==> src/hdl/efr_pkg.sv <==
// Shared types, constants and the CRC byte update for the escaped frame receiver.
`timescale 1ns / 1ps
`default_nettype none

package efr_pkg;

    localparam logic [7:0]  START_BYTE    = 8'hF1;
    localparam logic [7:0]  ESC_BYTE      = 8'hF2;
    localparam logic [8:0]  LEN_OFFSET    = 9'd6;
    localparam logic [7:0]  WAITING_INDEX = 8'hFF;
    localparam logic [7:0]  LENGTH_POS    = 8'd3;
    localparam logic [15:0] CRC_POLY      = 16'h1021;
    localparam logic [15:0] CRC_INIT_RST  = 16'hFFFF;
    localparam logic [7:0]  MAX_PAY_RST   = 8'hFF;

    localparam int CFG_INDEX_W = 8;
    localparam logic [CFG_INDEX_W-1:0] CFG_CRC_INIT    = 8'd0;
    localparam logic [CFG_INDEX_W-1:0] CFG_MAX_PAYLOAD = 8'd1;

    typedef enum logic [1:0] {
        STATUS_GOOD     = 2'd0,
        STATUS_CRC_ERR  = 2'd1,
        STATUS_TOO_LONG = 2'd2
    } status_t;

    // Receiver state carried from one byte to the next.
    typedef struct packed {
        logic [7:0]  frame_index;
        logic [7:0]  previous_byte;
        logic [7:0]  length_byte;
        logic [15:0] crc_remainder;
    } efr_state_t;

    // One decoded result, with a flag that says whether the byte produced one.
    typedef struct packed {
        logic       produced;
        logic [7:0] data;
        logic [6:0] position;
        logic       last;
        status_t    status;
    } efr_result_t;

    // CRC-16-CCITT, MSB first, one byte.
    function automatic logic [15:0] crc16_byte(input logic [15:0] crc_in,
                                               input logic [7:0]  byte_in);
        logic [15:0] crc;
        crc = crc_in ^ {byte_in, 8'h00};
        for (int i = 0; i < 8; i++) begin
            if (crc[15]) begin
                crc = {crc[14:0], 1'b0} ^ CRC_POLY;
            end else begin
                crc = {crc[14:0], 1'b0};
            end
        end
        return crc;
    endfunction

endpackage

`default_nettype wire

==> src/hdl/efr_decode.sv <==
// Per-byte decode: start and escape handling, CRC update, end of frame and status.
`timescale 1ns / 1ps
`default_nettype none

module efr_decode #(
    parameter int BUF_BYTES = 128
) (
    input  wire logic [7:0]          rx_byte,
    input  wire logic [15:0]         crc_init,
    input  wire logic [7:0]          max_payload,
    input  wire efr_pkg::efr_state_t state_cur,
    output efr_pkg::efr_state_t      state_next,
    output efr_pkg::efr_result_t     result
);

    localparam logic [7:0] BUF_LIMIT = 8'(BUF_BYTES);

    logic        is_start;
    logic        is_esc;
    logic        take;
    logic [7:0]  stored;
    logic [7:0]  len_new;
    logic [15:0] crc_new;
    logic [7:0]  idx_inc;
    logic        end_hit;
    logic [7:0]  payload_len;

    assign is_start    = (rx_byte == efr_pkg::START_BYTE);
    assign is_esc      = (rx_byte == efr_pkg::ESC_BYTE);
    assign take        = !is_start && !is_esc && (state_cur.frame_index < BUF_LIMIT);
    assign stored      = (state_cur.previous_byte == efr_pkg::ESC_BYTE) ? ~rx_byte : rx_byte;
    assign len_new     = (state_cur.frame_index == efr_pkg::LENGTH_POS) ? stored
                                                                       : state_cur.length_byte;
    assign crc_new     = efr_pkg::crc16_byte(state_cur.crc_remainder, stored);
    assign idx_inc     = state_cur.frame_index + 8'd1;
    // The end point can reach 261, so the compare is done one bit wider.
    assign end_hit     = ({1'b0, idx_inc} == ({1'b0, len_new} + efr_pkg::LEN_OFFSET));
    assign payload_len = idx_inc - 8'd2;

    always_comb begin
        state_next = state_cur;
        state_next.previous_byte = rx_byte;
        result.produced = 1'b0;
        result.data     = stored;
        result.position = state_cur.frame_index[6:0];
        result.last     = 1'b0;
        result.status   = efr_pkg::STATUS_GOOD;
        if (is_start) begin
            state_next.frame_index   = 8'd0;
            state_next.crc_remainder = crc_init;
        end else if (take) begin
            state_next.length_byte   = len_new;
            state_next.crc_remainder = crc_new;
            state_next.frame_index   = idx_inc;
            result.produced          = 1'b1;
            if (end_hit) begin
                result.last            = 1'b1;
                state_next.frame_index = efr_pkg::WAITING_INDEX;
                if (crc_new != 16'h0000) begin
                    result.status = efr_pkg::STATUS_CRC_ERR;
                end else if (payload_len >= max_payload) begin
                    result.status = efr_pkg::STATUS_TOO_LONG;
                end
            end
        end
    end

endmodule

`default_nettype wire

==> src/hdl/escaped_frame_receiver.sv <==
// Top level of the escaped frame receiver: channels, input and result registers, settings.
`timescale 1ns / 1ps
`default_nettype none

// Channel   Direction  Signals                               Contents
// s_        in         s_tvalid s_tready s_tdata[7:0]        raw received byte
// m_        out        m_tvalid m_tready m_tdata[15:0]       decoded byte and its position
//                      m_tlast m_tuser[1:0]                  end of frame, frame status
// cfg_      in         cfg_valid cfg_ready cfg_index cfg_data  settings writes
//
// A received byte is first held in the input register, then is decoded and its result
// (if any) lands in the result register. With m_tready high a new byte is taken in every
// cycle; the byte-wide CRC update and the end-of-frame compare lie on that combinational path.
// Reset (aresetn low, synchronous) empties both registers, puts the receiver back to
// waiting for a start byte and restores the settings to crc_init 0xFFFF, max_payload 255.
// When the result register is full and m_tready is low, the input register holds its byte
// and s_tready falls once it too is occupied.

module escaped_frame_receiver #(
    parameter int BUF_BYTES = 128
) (
    input  wire logic        aclk,
    input  wire logic        aresetn,

    input  wire logic        s_tvalid,
    output logic             s_tready,
    input  wire logic [7:0]  s_tdata,    // [7:0] rx_byte

    output logic             m_tvalid,
    input  wire logic        m_tready,
    output logic [15:0]      m_tdata,    // [7:0] data, [14:8] position, [15] zero
    output logic             m_tlast,    // last
    output logic [1:0]       m_tuser,    // [1:0] status

    input  wire logic        cfg_valid,
    output logic             cfg_ready,
    input  wire logic [efr_pkg::CFG_INDEX_W-1:0] cfg_index,
    input  wire logic [15:0] cfg_data
);

    // Settings registers, written through their own channel at any time.
    logic [15:0] crc_init_reg;
    logic [7:0]  max_payload_reg;

    // Input register.
    logic        in_valid_reg;
    logic [7:0]  in_byte_reg;

    // Receiver state.
    efr_pkg::efr_state_t state_reg;
    efr_pkg::efr_state_t state_next;

    // Result register.
    logic        out_valid_reg;
    logic [7:0]  out_data_reg;
    logic [6:0]  out_pos_reg;
    logic        out_last_reg;
    efr_pkg::status_t out_status_reg;

    efr_pkg::efr_result_t result;

    logic advance;

    // The held byte moves on whenever the result register is free or being drained.
    assign advance  = in_valid_reg && (!out_valid_reg || m_tready);
    assign s_tready = !in_valid_reg || advance;
    assign cfg_ready = 1'b1;

    efr_decode #(
        .BUF_BYTES (BUF_BYTES)
    ) u_decode (
        .rx_byte     (in_byte_reg),
        .crc_init    (crc_init_reg),
        .max_payload (max_payload_reg),
        .state_cur   (state_reg),
        .state_next  (state_next),
        .result      (result)
    );

    always_ff @(posedge aclk) begin
        if (!aresetn) begin
            crc_init_reg    <= efr_pkg::CRC_INIT_RST;
            max_payload_reg <= efr_pkg::MAX_PAY_RST;
        end else if (cfg_valid && cfg_ready) begin
            case (cfg_index)
                efr_pkg::CFG_CRC_INIT:    crc_init_reg    <= cfg_data;
                efr_pkg::CFG_MAX_PAYLOAD: max_payload_reg <= cfg_data[7:0];
                default: ;
            endcase
        end
    end

    always_ff @(posedge aclk) begin
        if (!aresetn) begin
            in_valid_reg <= 1'b0;
        end else if (s_tready) begin
            in_valid_reg <= s_tvalid;
        end
    end

    always_ff @(posedge aclk) begin
        if (s_tvalid && s_tready) begin
            in_byte_reg <= s_tdata;
        end
    end

    always_ff @(posedge aclk) begin
        if (!aresetn) begin
            state_reg.frame_index   <= efr_pkg::WAITING_INDEX;
            state_reg.previous_byte <= 8'd0;
            state_reg.length_byte   <= 8'd0;
            state_reg.crc_remainder <= efr_pkg::CRC_INIT_RST;
        end else if (advance) begin
            state_reg <= state_next;
        end
    end

    // A transfer out frees the register; a produced result refills it in the same cycle.
    always_ff @(posedge aclk) begin
        if (!aresetn) begin
            out_valid_reg <= 1'b0;
        end else if (advance) begin
            out_valid_reg <= result.produced;
        end else if (m_tready) begin
            out_valid_reg <= 1'b0;
        end
    end

    always_ff @(posedge aclk) begin
        if (advance && result.produced) begin
            out_data_reg   <= result.data;
            out_pos_reg    <= result.position;
            out_last_reg   <= result.last;
            out_status_reg <= result.status;
        end
    end

    assign m_tvalid = out_valid_reg;
    assign m_tdata  = {1'b0, out_pos_reg, out_data_reg};
    assign m_tlast  = out_last_reg;
    assign m_tuser  = out_status_reg;

endmodule

`default_nettype wire

==> config.mk <==
export PLATFORM = sky130hd
export DESIGN_NAME = escaped_frame_receiver
export DESIGN_NICKNAME = d
export VERILOG_FILES = /design/src/hdl/efr_pkg.sv /design/src/hdl/efr_decode.sv /design/src/hdl/escaped_frame_receiver.sv
export SDC_FILE = /design/constraint.sdc
export NUM_CORES = 1
export LEC_CHECK = 0
export BUFFER_PORTS_ARGS = -buffer_cell sky130_fd_sc_hd__clkbuf_2
export CAP_MARGIN = 15
export CORE_ASPECT_RATIO = 0.9
export CORE_UTILIZATION = 40
export CTS_CLUSTER_DIAMETER = 40
export DETAILED_ROUTE_END_ITERATION = 10
export PLACE_DENSITY = 0.56
export SLEW_MARGIN = 20
export SYNTH_ARGS = -nofsm -noshare
export SYNTH_HDL_FRONTEND = slang
export SYNTH_HIERARCHICAL = 1
export SYNTH_SLANG_ARGS = --single-unit
export TNS_END_PERCENT = 1
==> constraint.sdc <==
create_clock -name aclk -period 5.26 [get_ports aclk]
set_input_delay 0.789 -clock aclk [delete_from_list [all_inputs] [get_ports aclk]]
set_output_delay 0.789 -clock aclk [all_outputs]
set_load 0.1 [all_outputs]
; ---- Yosys cells after proc, flatten, opt, wreduce, memory -nomap -nowiden
; Cells that the tools add are included.
[classes]
muxes = 22
n_addsub = 3
reduce_logical = 22
order_cmp = 2
n_eq_ne = 6
bitwise = 13
[op_table]
columns = op, n
row1 = 2-to-1 mux 13 bit, 8
row2 = 2-to-1 mux 8 bit, 5
row3 = 2-to-1 mux 16 bit, 2
row4 = "== test 8 bit, second input constant", 3
row5 = NOT 3 bit, 8
row6 = nonzero test 16 bit, 1
row7 = bitwise XOR 16 bit, 1
row8 = "adder 8 x 3 -> 9 bit, second input constant", 1
row9 = == test 8 x 9 -> 1 bit, 1
row10 = "adder 8 x 1 -> 8 bit, second input constant", 1
row11 = "== test 8 x 1 -> 1 bit, second input constant", 1
row12 = "== test 8 x 2 -> 1 bit, second input constant", 1
row13 = greater-or-equal comparator 8 bit, 1
row14 = zero test 8 bit, 1
row15 = "less-than comparator 8 bit, second input constant", 1
row16 = NOT 8 bit, 1
row17 = "subtractor 8 x 2 -> 8 bit, second input constant", 1
row18 = AND reduction 2 bit, 3
row19 = logical AND 1 bit, 5
row20 = zero test 1 bit, 4
row21 = 2-to-1 mux 1 bit, 4
row22 = 2-to-1 mux 2 bit, 2
row23 = nonzero test 2 bit, 2
row24 = OR reduction 4 bit, 1
row25 = other kinds (6), 9
[word_totals]
input_bits = 37
register_bits = 92

; ---- Logic depth before layout (Yosys ltp)
; Gate-level depths: netlist of run 1.
[logic_depth]
ltp_word = 22
ltp_mapped = 16
mapped_depth_nobuf = 14

; ---- By module
; Netlist of run 1, hierarchy kept.
[by_module_without_submodules]
columns = module, seq_area_each_um2, cells_per_inst, n_inst, area_each_um2
row1 = escaped_frame_receiver, 2102.0, 329, 1, 3448.3
row2 = efr_decode, 0.0, 324, 1, 2128.3

; ---- Worst setup path before layout of run 1
; OpenSTA, ideal clock, no wires.
[synth_timing]
path_kind = reg-to-reg
from = register state_reg[32] (netlist name)
to = register state_reg[39] (netlist name)
setup_time_ps = 63
t_arrival_ps = 3408
slack_ps = 1789
path_stages_with_launch = 15
cell_sequence = dfxtp_1 > ha_1 > or3b_2 > nor2_1 > buf_4 > mux2i_1 > ha_1 > inv_1 > or4_1 > a41oi_2 > o211ai_2 > buf_6 > a31oi_4 > nand3_1 > nand3_1
[synth_rtl]
columns = item, line
row1 = start: declaration, escaped_frame_receiver.sv:50  ; efr_pkg::efr_state_t state_reg;
row2 = start signal: assignment, escaped_frame_receiver.sv:114  ; state_reg <= state_next;

==> results.yml, run 1 <==
setup_path:
  r2r-start: "state_reg[32]"
  arrival_ns: 4.24
  crit_path_end_kind: "flop"
  crit_path_start: "state_reg[32]"
  start_kind: "flop"
  worstPathRequired_ns: 5.53
  crit_path_max_fanout: 13
  critPathKind: "reg -> reg"
sta:
  finalSetupViolCount: 0
  hold_viol: 0
  max_freq_mhz: 252
  final-max-slew-violation-count: 0
  setup_ws_ns: 1.29
  fin_hold_ws_ns: 0.461
  max_slew.worst_pin.slew_ns: 1.07
  layout_min_cycle_time_ns: 3.97
  relSlewSlack_pct: 28.5
  rsz0062_at_grt: "no"
  tns_ns: 0
  finalCritPeriodShare_pct: 75.5
  finClkSkew_ns: 0.00851
synthesis:
  syn_avg_cell_area_sq_um: 8.54
  ys_seq_area_share_pct: 37.7
  ys_types: 65
  synth_top_area_cell: "dfxtp_1"
  synthCells: 653
  ys_warn_count: 6
  syn-cell-area_sq_um: 5580
  synth.top_cell.area_share_pct: 23.7
  yosysMostFrequentCell: "nand3_1"
  synthTopCellsByArea: "dfxtp_1 (24%), edfxtp_1 (14%), nand3_1 (7.3%)"
  synthFlopType: "dfxtp_1"
  synth_nets: 701
  synth_seq_cells: 92
  synthArstFlopShare_pct: 0
  synthTopCellsByCount: "nand3_1 (81), dfxtp_1 (66), o21ai_0 (63), clkbuf_1 (38), xnor2_1 (37)"
  synth_edf_count: 26
drt:
  routed_wl_mm: 15.3
  ant_nets: 0
  wire_per_inst_microns: 18.4
  drtPass1Iterations: 7
  vias: 4964
  drt-initial-drc-count: 397
  drc: 0
  viasPerCell: 5.97
grt:
  grt_pass1_wl_mm: 24.5
  overflow: 0
  grt.total_usage_pct: 22.0
  grt_pass1_vias: 4535
  grt_max_degree: 45
  grt_antenna_before_repair: 0
placed_design:
  dp.cells: 816
  placed_cell_area_sq_um: 5780
  gp_congestion: 0.892
  dp_slack_ns: 1.35
  port_buffers: 56
  hpwlAfterDp_mm: 10.4
clock_network:
  numClockSinks: 92
  cts_buffers: 9
  cts_hold_buf: 0
  clk_path_buf_depth: 2
  cts-htree-levels: 3
  cts_tree: "done"
  clkTransAtPathRegs_ns: 0.06
  cts-root-buf: "clkbuf_16"
  cts_resized: 0
  clock_latency_ns: 0.35
  post-cts-setup-buffers: 0
finish:
  fin_nets: 707
  drive_above_1_share_pct: 14.3
  largest_reg_flops: 40
  design_area_sq_um: 6050
  final_core_util_pct: 44.9
  syn_to_final_growth_pct: 8.44
  fin_cells: 831
  n_antenna_cell: 0
pwr:
  p_per_area_nw_per_um2: 286
  ir_drop_v: 0.000195
  leakagePower_nw: 2.31
  fin_total_pwr_mw: 1.73
floorplanning:
  die-area_sq_um: 14400
  row_count: 40
  core-area_sq_um: 13500
  die_x_microns: 126
  pin_count: 59
  fp.dieH_microns: 114
  start_util_pct: 41.4
worst_hold_path:
  hold_start: "crc_init_reg[6]"
  worst_hold_path_type: "reg -> reg"
job:
  cap_violations: 0
run_status:
  status: "complete, no violations"
path summary, 6_finish.rpt:
| check | end | slack (ns) | depth (start not counted) |
|---|---|---|---|
| min reg2reg | crc_init_reg[6] | 0.46 | 1 |
| max reg2reg | state_reg[35] | 1.29 | 13 |
| max | state_reg[35] | 1.29 | 13 |
| min | crc_init_reg[6] | 0.46 | 1 |
cell usage in the layout (no fill, tap or decap), types with 11 or more instances in the layout:
cell type	n
nor2_1	26
nand3_1	81
dfxtp_1	66
nand2_1	36
inv_1	22
edfxtp_1	26
a211o_1	11
and4_1	12
a22oi_1	14
clkbuf_2	56
xor2_1	19
xnor2_1	37
ha_1	11
a21oi_1	34
o31ai_1	14
o21ai_0	63
nand4_1	13
cell type report:
cell class              count  area [sq um]
clock inverters             1          6.26
clock buffers              14           264
inverters                  24          90.1
multi-input cells         468          3030
flip-flops and latches     92          2100
well taps                 168           210
fillers                  1313          7420
repair buffers             64           340
power breakdown:
part,switching [mW],total (mW),internal [mW]
Combinational,0.209,0.339,0.130
Clock,0.263,0.607,0.345
Sequential,0.0320,0.784,0.752
Total,0.504,1.73,1.23
cell families after synthesis:
kind of cell	synth area share, %
multiplexers	0.718
XOR/XNOR	8.80
AO/OA/AOI/OAI	20.4
adder cells (fa/ha/maj)	2.47
buffers and inverters	8.03
other	0.135
AND/OR/NAND/NOR	21.8
flip-flops	37.7
worst max-delay path, cell delays in order (launching register included):
cell and delay [ns]:
dfxtp_1 0.49, ha_1 0.32, or3b_2 0.48, nor2_1 0.12, buf_4 0.21, mux2i_1 0.35
ha_1 0.26, inv_1 0.11, or4_1 0.55, a41oi_2 0.22, o211ai_2 0.31, o22ai_1 0.28
nand3_1 0.09, nand3_1 0.11
layer usage:
metal  GRT usage [%]  up-vias  share of wire (%)
met4            8.19        0                1.7
met5               0        -                  0
met1            30.7     2379                 48
met3            3.75       16                5.9
met2            34.0      180                 45
li1                -     2389                  -
Power figures use the tool's default switching activity.
==> run 2, diff against run 1 <==
--- a/config.mk
+++ b/config.mk
@@ -11,7 +11,7 @@
 export CORE_UTILIZATION = 40
 export CTS_CLUSTER_DIAMETER = 40
 export DETAILED_ROUTE_END_ITERATION = 10
-export PLACE_DENSITY = 0.56
+export PLACE_DENSITY = 0.58
 export SLEW_MARGIN = 20
 export SYNTH_ARGS = -nofsm -noshare
 export SYNTH_HDL_FRONTEND = slang
==> constraint.sdc (replaced) <==
create_clock -name aclk -period 3.5 [get_ports aclk]
set_input_delay 0.525 -clock aclk [delete_from_list [all_inputs] [get_ports aclk]]
set_output_delay 0.525 -clock aclk [all_outputs]
set_load 0.1 [all_outputs]
==> run 2 against run 1 <==
Routed wire length grew 1.7%. Via count increased by 2.5%. Sequential cell count is the same. Non-clock buffer count is 21 higher. Global-route usage rose by 0.21 points. Final cell count increased by 2.8%. Final area is 3.7% higher. Total power increased by 56%. Utilization increased by 1.7 points. Critical path depth fell by 1. Die area unchanged. Register-to-register slack got worse by 1.1 ns. Highest routed layer unchanged.
==> results.yml, run 2 (same netlist as run 1, synthesis figures left out) <==
run_status:
  status: "complete, no violations"
floorplanning:
  start_util_pct: 41.4
  die_x_microns: 126
  pin_count: 59
  die-area_sq_um: 14400
  row_count: 40
  fp.dieH_microns: 114
  core-area_sq_um: 13500
grt:
  overflow: 0
  grt.total_usage_pct: 22.2
  grt_pass1_wl_mm: 24.9
  grt_pass1_vias: 4647
  grt_antenna_before_repair: 0
  grt_max_degree: 45
sta:
  max_freq_mhz: 304
  hold_viol: 0
  finalSetupViolCount: 0
  max_slew.worst_pin.slew_ns: 0.660
  rsz0062_at_grt: "no"
  tns_ns: 0
  relSlewSlack_pct: 55.9
  finClkSkew_ns: 0.00829
  finalCritPeriodShare_pct: 93.9
  final-max-slew-violation-count: 0
  layout_min_cycle_time_ns: 3.29
  fin_hold_ws_ns: 0.348
clock_network:
  cts-root-buf: "clkbuf_16"
  clock_latency_ns: 0.35
  numClockSinks: 92
  clkTransAtPathRegs_ns: 0.06
  clk_path_buf_depth: 2
  cts_buffers: 9
  cts_tree: "done"
  cts-htree-levels: 3
drt:
  drt-initial-drc-count: 458
  vias: 5087
  drtPass1Iterations: 7
  drc: 0
  routed_wl_mm: 15.6
  viasPerCell: 5.96
  wire_per_inst_microns: 18.2
  ant_nets: 0
finish:
  n_antenna_cell: 0
  design_area_sq_um: 6270
  n_fill_cell: 1277
  fin_nets: 729
  layout_commonest_cell: "nand3_1"
  drive_above_1_share_pct: 17.6
  syn_to_final_growth_pct: 12.5
  largest_reg_flops: 40
  mostFrequentLayoutCells: "nand3_1 (81), dfxtp_1 (66), o21ai_0 (63)"
setup_path:
  crit_path_end_kind: "flop"
  start_kind: "flop"
  crit_path_max_fanout: 13
  worstPathRequired_ns: 3.79
  arrival_ns: 3.58
  r2r_cells: 12
  critPathKind: "reg -> reg"
worst_hold_path:
  holdPathStages: 1
  worst_hold_path_type: "in -> reg"
placed_design:
  hpwlAfterDp_mm: 10.6
  port_buffers: 56
  gp_congestion: 0.911
  placed_cell_area_sq_um: 5930
pwr:
  leakagePower_nw: 2.42
  ir_drop_v: 0.000298
  p_per_area_nw_per_um2: 431
job:
  cap_violations: 0
-- run 2: path summary, 6_finish.rpt --
path,startpoint,endpoint,slack (ns)
worst max-delay path,state_reg[24],state_reg[39],0.21
worst min register to register,crc_init_reg[4],crc_init_reg[4],0.47
worst max register to register,state_reg[24],state_reg[39],0.21
worst min-delay path,s_tdata[4],in_byte_reg[4],0.35
-- run 2: per-stage QoR --
stage	worst slack (ns)	cells	utilization [%]	power, mW
floorplan	0.0291	653	-	1.59
global placement	0.135	836	44.0	1.71
detailed placement	0.0307	836	44.0	1.73
CTS	0.102	852	46.3	2.71
global route	0.00653	854	46.6	2.83
finish	0.213	854	46.6	2.71
-- run 2: power by group --
| group | switching (mW) | leakage [nW] | total (mW) | internal [mW] |
|---|---|---|---|---|
| combinational | 0.343 | 1.49 | 0.559 | 0.215 |
| sequential | 0.0368 | 0.783 | 1.17 | 1.13 |
| clock | 0.412 | 0.145 | 0.980 | 0.569 |
-- run 2: timing repair --
item                                    in CTS  in global routing
pin swaps                                    0                  1
gates cloned                                 0                  1
hold buffers                                 0                  0
endpoints found under the setup margin       1                  9
gates resized for setup                      1                  5
buffers inserted                             0                  1
-- run 2: cell type report --
class | instances | area, sq um | share of cell area (%)
clock buffers | 11 | 243 | 3.87
well taps | 168 | 210 | 3.35
flip-flops and latches | 92 | 2100 | 33.5
repair buffers | 85 | 498 | 7.94
clock inverters | 5 | 51.3 | 0.818
multi-input cells | 469 | 3080 | 49.1
inverters | 24 | 90.1 | 1.44
-- run 2: per-layer routing --
metal  track usage (%)  up-vias  share of wire, %
met2              35.3      197                46
met5                 0        -                 0
li1                  -     2430                 -
met1              30.7     2452                47
met3              4.97        8               6.6
met4              5.14        0              0.72
-- run 2: worst max-delay path: stages (launching register included) --
cell	delay [ns]
dfxtp_1	0.32
or4b_4	0.62
nor2_4	0.18
xor2_1	0.10
mux2i_1	0.22
ha_2	0.24
inv_1	0.09
or4_1	0.58
a41oi_4	0.23
o211ai_4	0.19
a31oi_4	0.23
nand3_1	0.09
nand3_1	0.11
==> run 3, diff against run 2 <==
--- a/config.mk
+++ b/config.mk
@@ -5,6 +5,7 @@
 export SDC_FILE = /design/constraint.sdc
 export NUM_CORES = 1
 export LEC_CHECK = 0
+export ABC_AREA = 1
 export BUFFER_PORTS_ARGS = -buffer_cell sky130_fd_sc_hd__clkbuf_2
 export CAP_MARGIN = 15
 export CORE_ASPECT_RATIO = 0.9
==> run 3 against run 2 <==
Worst setup slack better by 0.22 ns. Synthesized cell count rose by 19%. Sequential cell count did not move. Final area decreased by 2.7%. Synthesized area is 0.61% lower. Utilization decreased by 1.1 points. Global-route usage fell by 1.6 points. Sequential share of layout area increased by 0.94 points. Register-to-register slack gained 0.22 ns. Highest routed layer unchanged. Via count is 0.88% higher. First-iteration DRC count shrank 14%. Sequential power hardly changed. Critical path type unchanged.
==> results.yml, run 3 <==
drt:
  vias: 5132
  ant_nets: 0
  drtPass1Iterations: 9
  viasPerCell: 5.26
  routed_wl_mm: 14.3
  wire_per_inst_microns: 14.7
  drc: 0
  drt-initial-drc-count: 396
setup_path:
  crit_path_cell_trace: "ha_1 > nand3_2 > nor2_4 > inv_2 > nand2_1 > nand2_1 > ha_1 > inv_1 > nand2_2 > o21ai_1 > a21oi_1 > nor2_2 > nand3_2 > a21oi_1 > nand2_1 > nand3_1"
  max_stage_delay_ns: 0.45
  crit_top_cell: "nand2_1"
  critPathKind: "reg -> reg"
  worstPathRequired_ns: 3.77
  crit_path_max_fanout: 16
  crit_path_end_kind: "flop"
  slowest_stage: "dfxtp_1"
  r2r_setup_slack_ns: 0.44
  arrival_ns: 3.33
  start_kind: "flop"
clock_network:
  cts_tree: "done"
  clkTransAtPathRegs_ns: 0.07
  cts_buffers: 9
  post-cts-setup-buffers: 0
  clk_path_buf_depth: 2
  cts_resized: 0
  cts-root-buf: "clkbuf_16"
  clock_latency_ns: 0.35
  cts-htree-levels: 3
  cts_hold_buf: 0
  numClockSinks: 92
synthesis:
  ys_seq_area_share_pct: 37.9
  yosysMostFrequentCell: "nand2_1"
  ys_warn_count: 6
  synth_edf_count: 26
  synth_nets: 822
  synthCells: 774
  ys_types: 40
  syn-cell-area_sq_um: 5540
  synthTopCellsByArea: "dfxtp_1 (24%), edfxtp_1 (14%), nand2_1 (14%)"
  synthArstFlopShare_pct: 0
  synthTopCellsByCount: "nand2_1 (207), nand3_1 (114), dfxtp_1 (66), inv_1 (66), nor2_1 (56)"
  synth.top_cell.area_share_pct: 23.8
  syn_avg_cell_area_sq_um: 7.16
  synth_top_area_cell: "dfxtp_1"
  synthFlopType: "dfxtp_1"
  synth_seq_cells: 92
pwr:
  p_per_area_nw_per_um2: 445
  leakagePower_nw: 3.01
  ir_drop_v: 0.000228
finish:
  fin_cells: 976
  syn_to_final_growth_pct: 10.1
  fin_nets: 851
  seqCellArea_sq_um: 2100
  n_fill_cell: 1381
  n_antenna_cell: 0
  drive_above_1_share_pct: 17.2
  mostFrequentLayoutCells: "nand2_1 (207), nand3_1 (114), inv_1 (66), dfxtp_1 (66), clkbuf_2 (56)"
  layout_commonest_cell: "nand2_1"
  largest_reg_flops: 40
  multiInputGateArea_sq_um: 2890
sta:
  hold_viol: 0
  tns_ns: 0
  setup_ws_ns: 0.436
  max_freq_mhz: 326
  finClkSkew_ns: 0.00946
  finalCritPeriodShare_pct: 87.5
  final-max-slew-violation-count: 0
  max_slew.worst_pin.slew_ns: 0.878
  layout_min_cycle_time_ns: 3.06
  finalSetupViolCount: 0
  relSlewSlack_pct: 41.5
  rsz0062_at_grt: "no"
placed_design:
  dp_slack_ns: 0.514
  hpwlAfterDp_mm: 10.4
  port_buffers: 56
  gp_congestion: 0.960
  dp.cells: 960
grt:
  grt_pass1_vias: 4712
  overflow: 0
  grt_pass1_wl_mm: 23.0
  grt_max_degree: 42
  grt.total_usage_pct: 20.6
  grt_antenna_before_repair: 0
floorplanning:
  fp.dieH_microns: 114
  die-area_sq_um: 14300
  core-area_sq_um: 13400
  pin_count: 59
  start_util_pct: 41.3
  row_count: 40
  die_x_microns: 126
job:
  cap_violations: 0
worst_hold_path:
  worst_hold_path_type: "in -> reg"
run_status:
  status: "complete, no violations"
## run 3: report_power, final
group | switching, mW | leakage (nW) | internal (mW)
combinational | 0.381 | 2.10 | 0.187
clock | 0.411 | 0.141 | 0.556
sequential | 0.0393 | 0.775 | 1.14
## run 3: cells by family after synthesis
family / Yosys count / share of synthesized area (%)
compound gates: 78 / 7.61
xor+xnor: 21 / 3.45
fa+ha+maj: 11 / 2.48
buf+inv: 121 / 10.1
flops: 92 / 37.9
other cells: 2 / 0.135
simple gates: 449 / 38.3
## run 3: final cells by class
type                            instances  area share, %
Clock buffer                           12           3.88
Clock inverter                          4          0.820
Inverter                               76           4.68
Multi-Input combinational cell        561           47.3
Sequential cell                        92           34.4
Tap cell                              168           3.44
Timing Repair Buffer                   63           5.45
## run 3: through the flow
stage                     area, sq um  utilization, %  hold WS, ns  power (mW)
after floorplan                  5540               -        0.429        1.64
after global placement           5820            43.4        0.447        1.76
after detailed placement         5820            43.4        0.445        1.76
after CTS                        6100            45.5        0.333        2.73
after global routing             6100            45.5        0.327        2.86
final                            6100            45.5        0.346        2.71
## run 3: final timing paths
path	from	endpoint	depth (start not counted)
max	state_reg[32]	state_reg[37]	16
min	s_tdata[5]	in_byte_reg[5]	1
max reg2reg	state_reg[32]	state_reg[37]	16
min reg2reg	crc_init_reg[9]	crc_init_reg[9]	2
## run 3: critical path: cells and delay by family (launching register included)
family	cells	cell delay, ns
DFF	1	0.45
and+or+nand+nor	9	1.25
buffers and inverters	2	0.28
AOI/OAI and AO/OA	3	0.53
adders and majority gates	2	0.48
## run 3: per-layer routing
| layer | vias up | global-route usage, % | part of all wire, % |
|---|---|---|---|
| met5 | - | 0 | 0 |
| met4 | 0 | 7.15 | 1.8 |
| met3 | 26 | 4.64 | 5.8 |
| met2 | 158 | 33.6 | 46 |
| met1 | 2387 | 26.9 | 47 |
| li1 | 2561 | - | - |
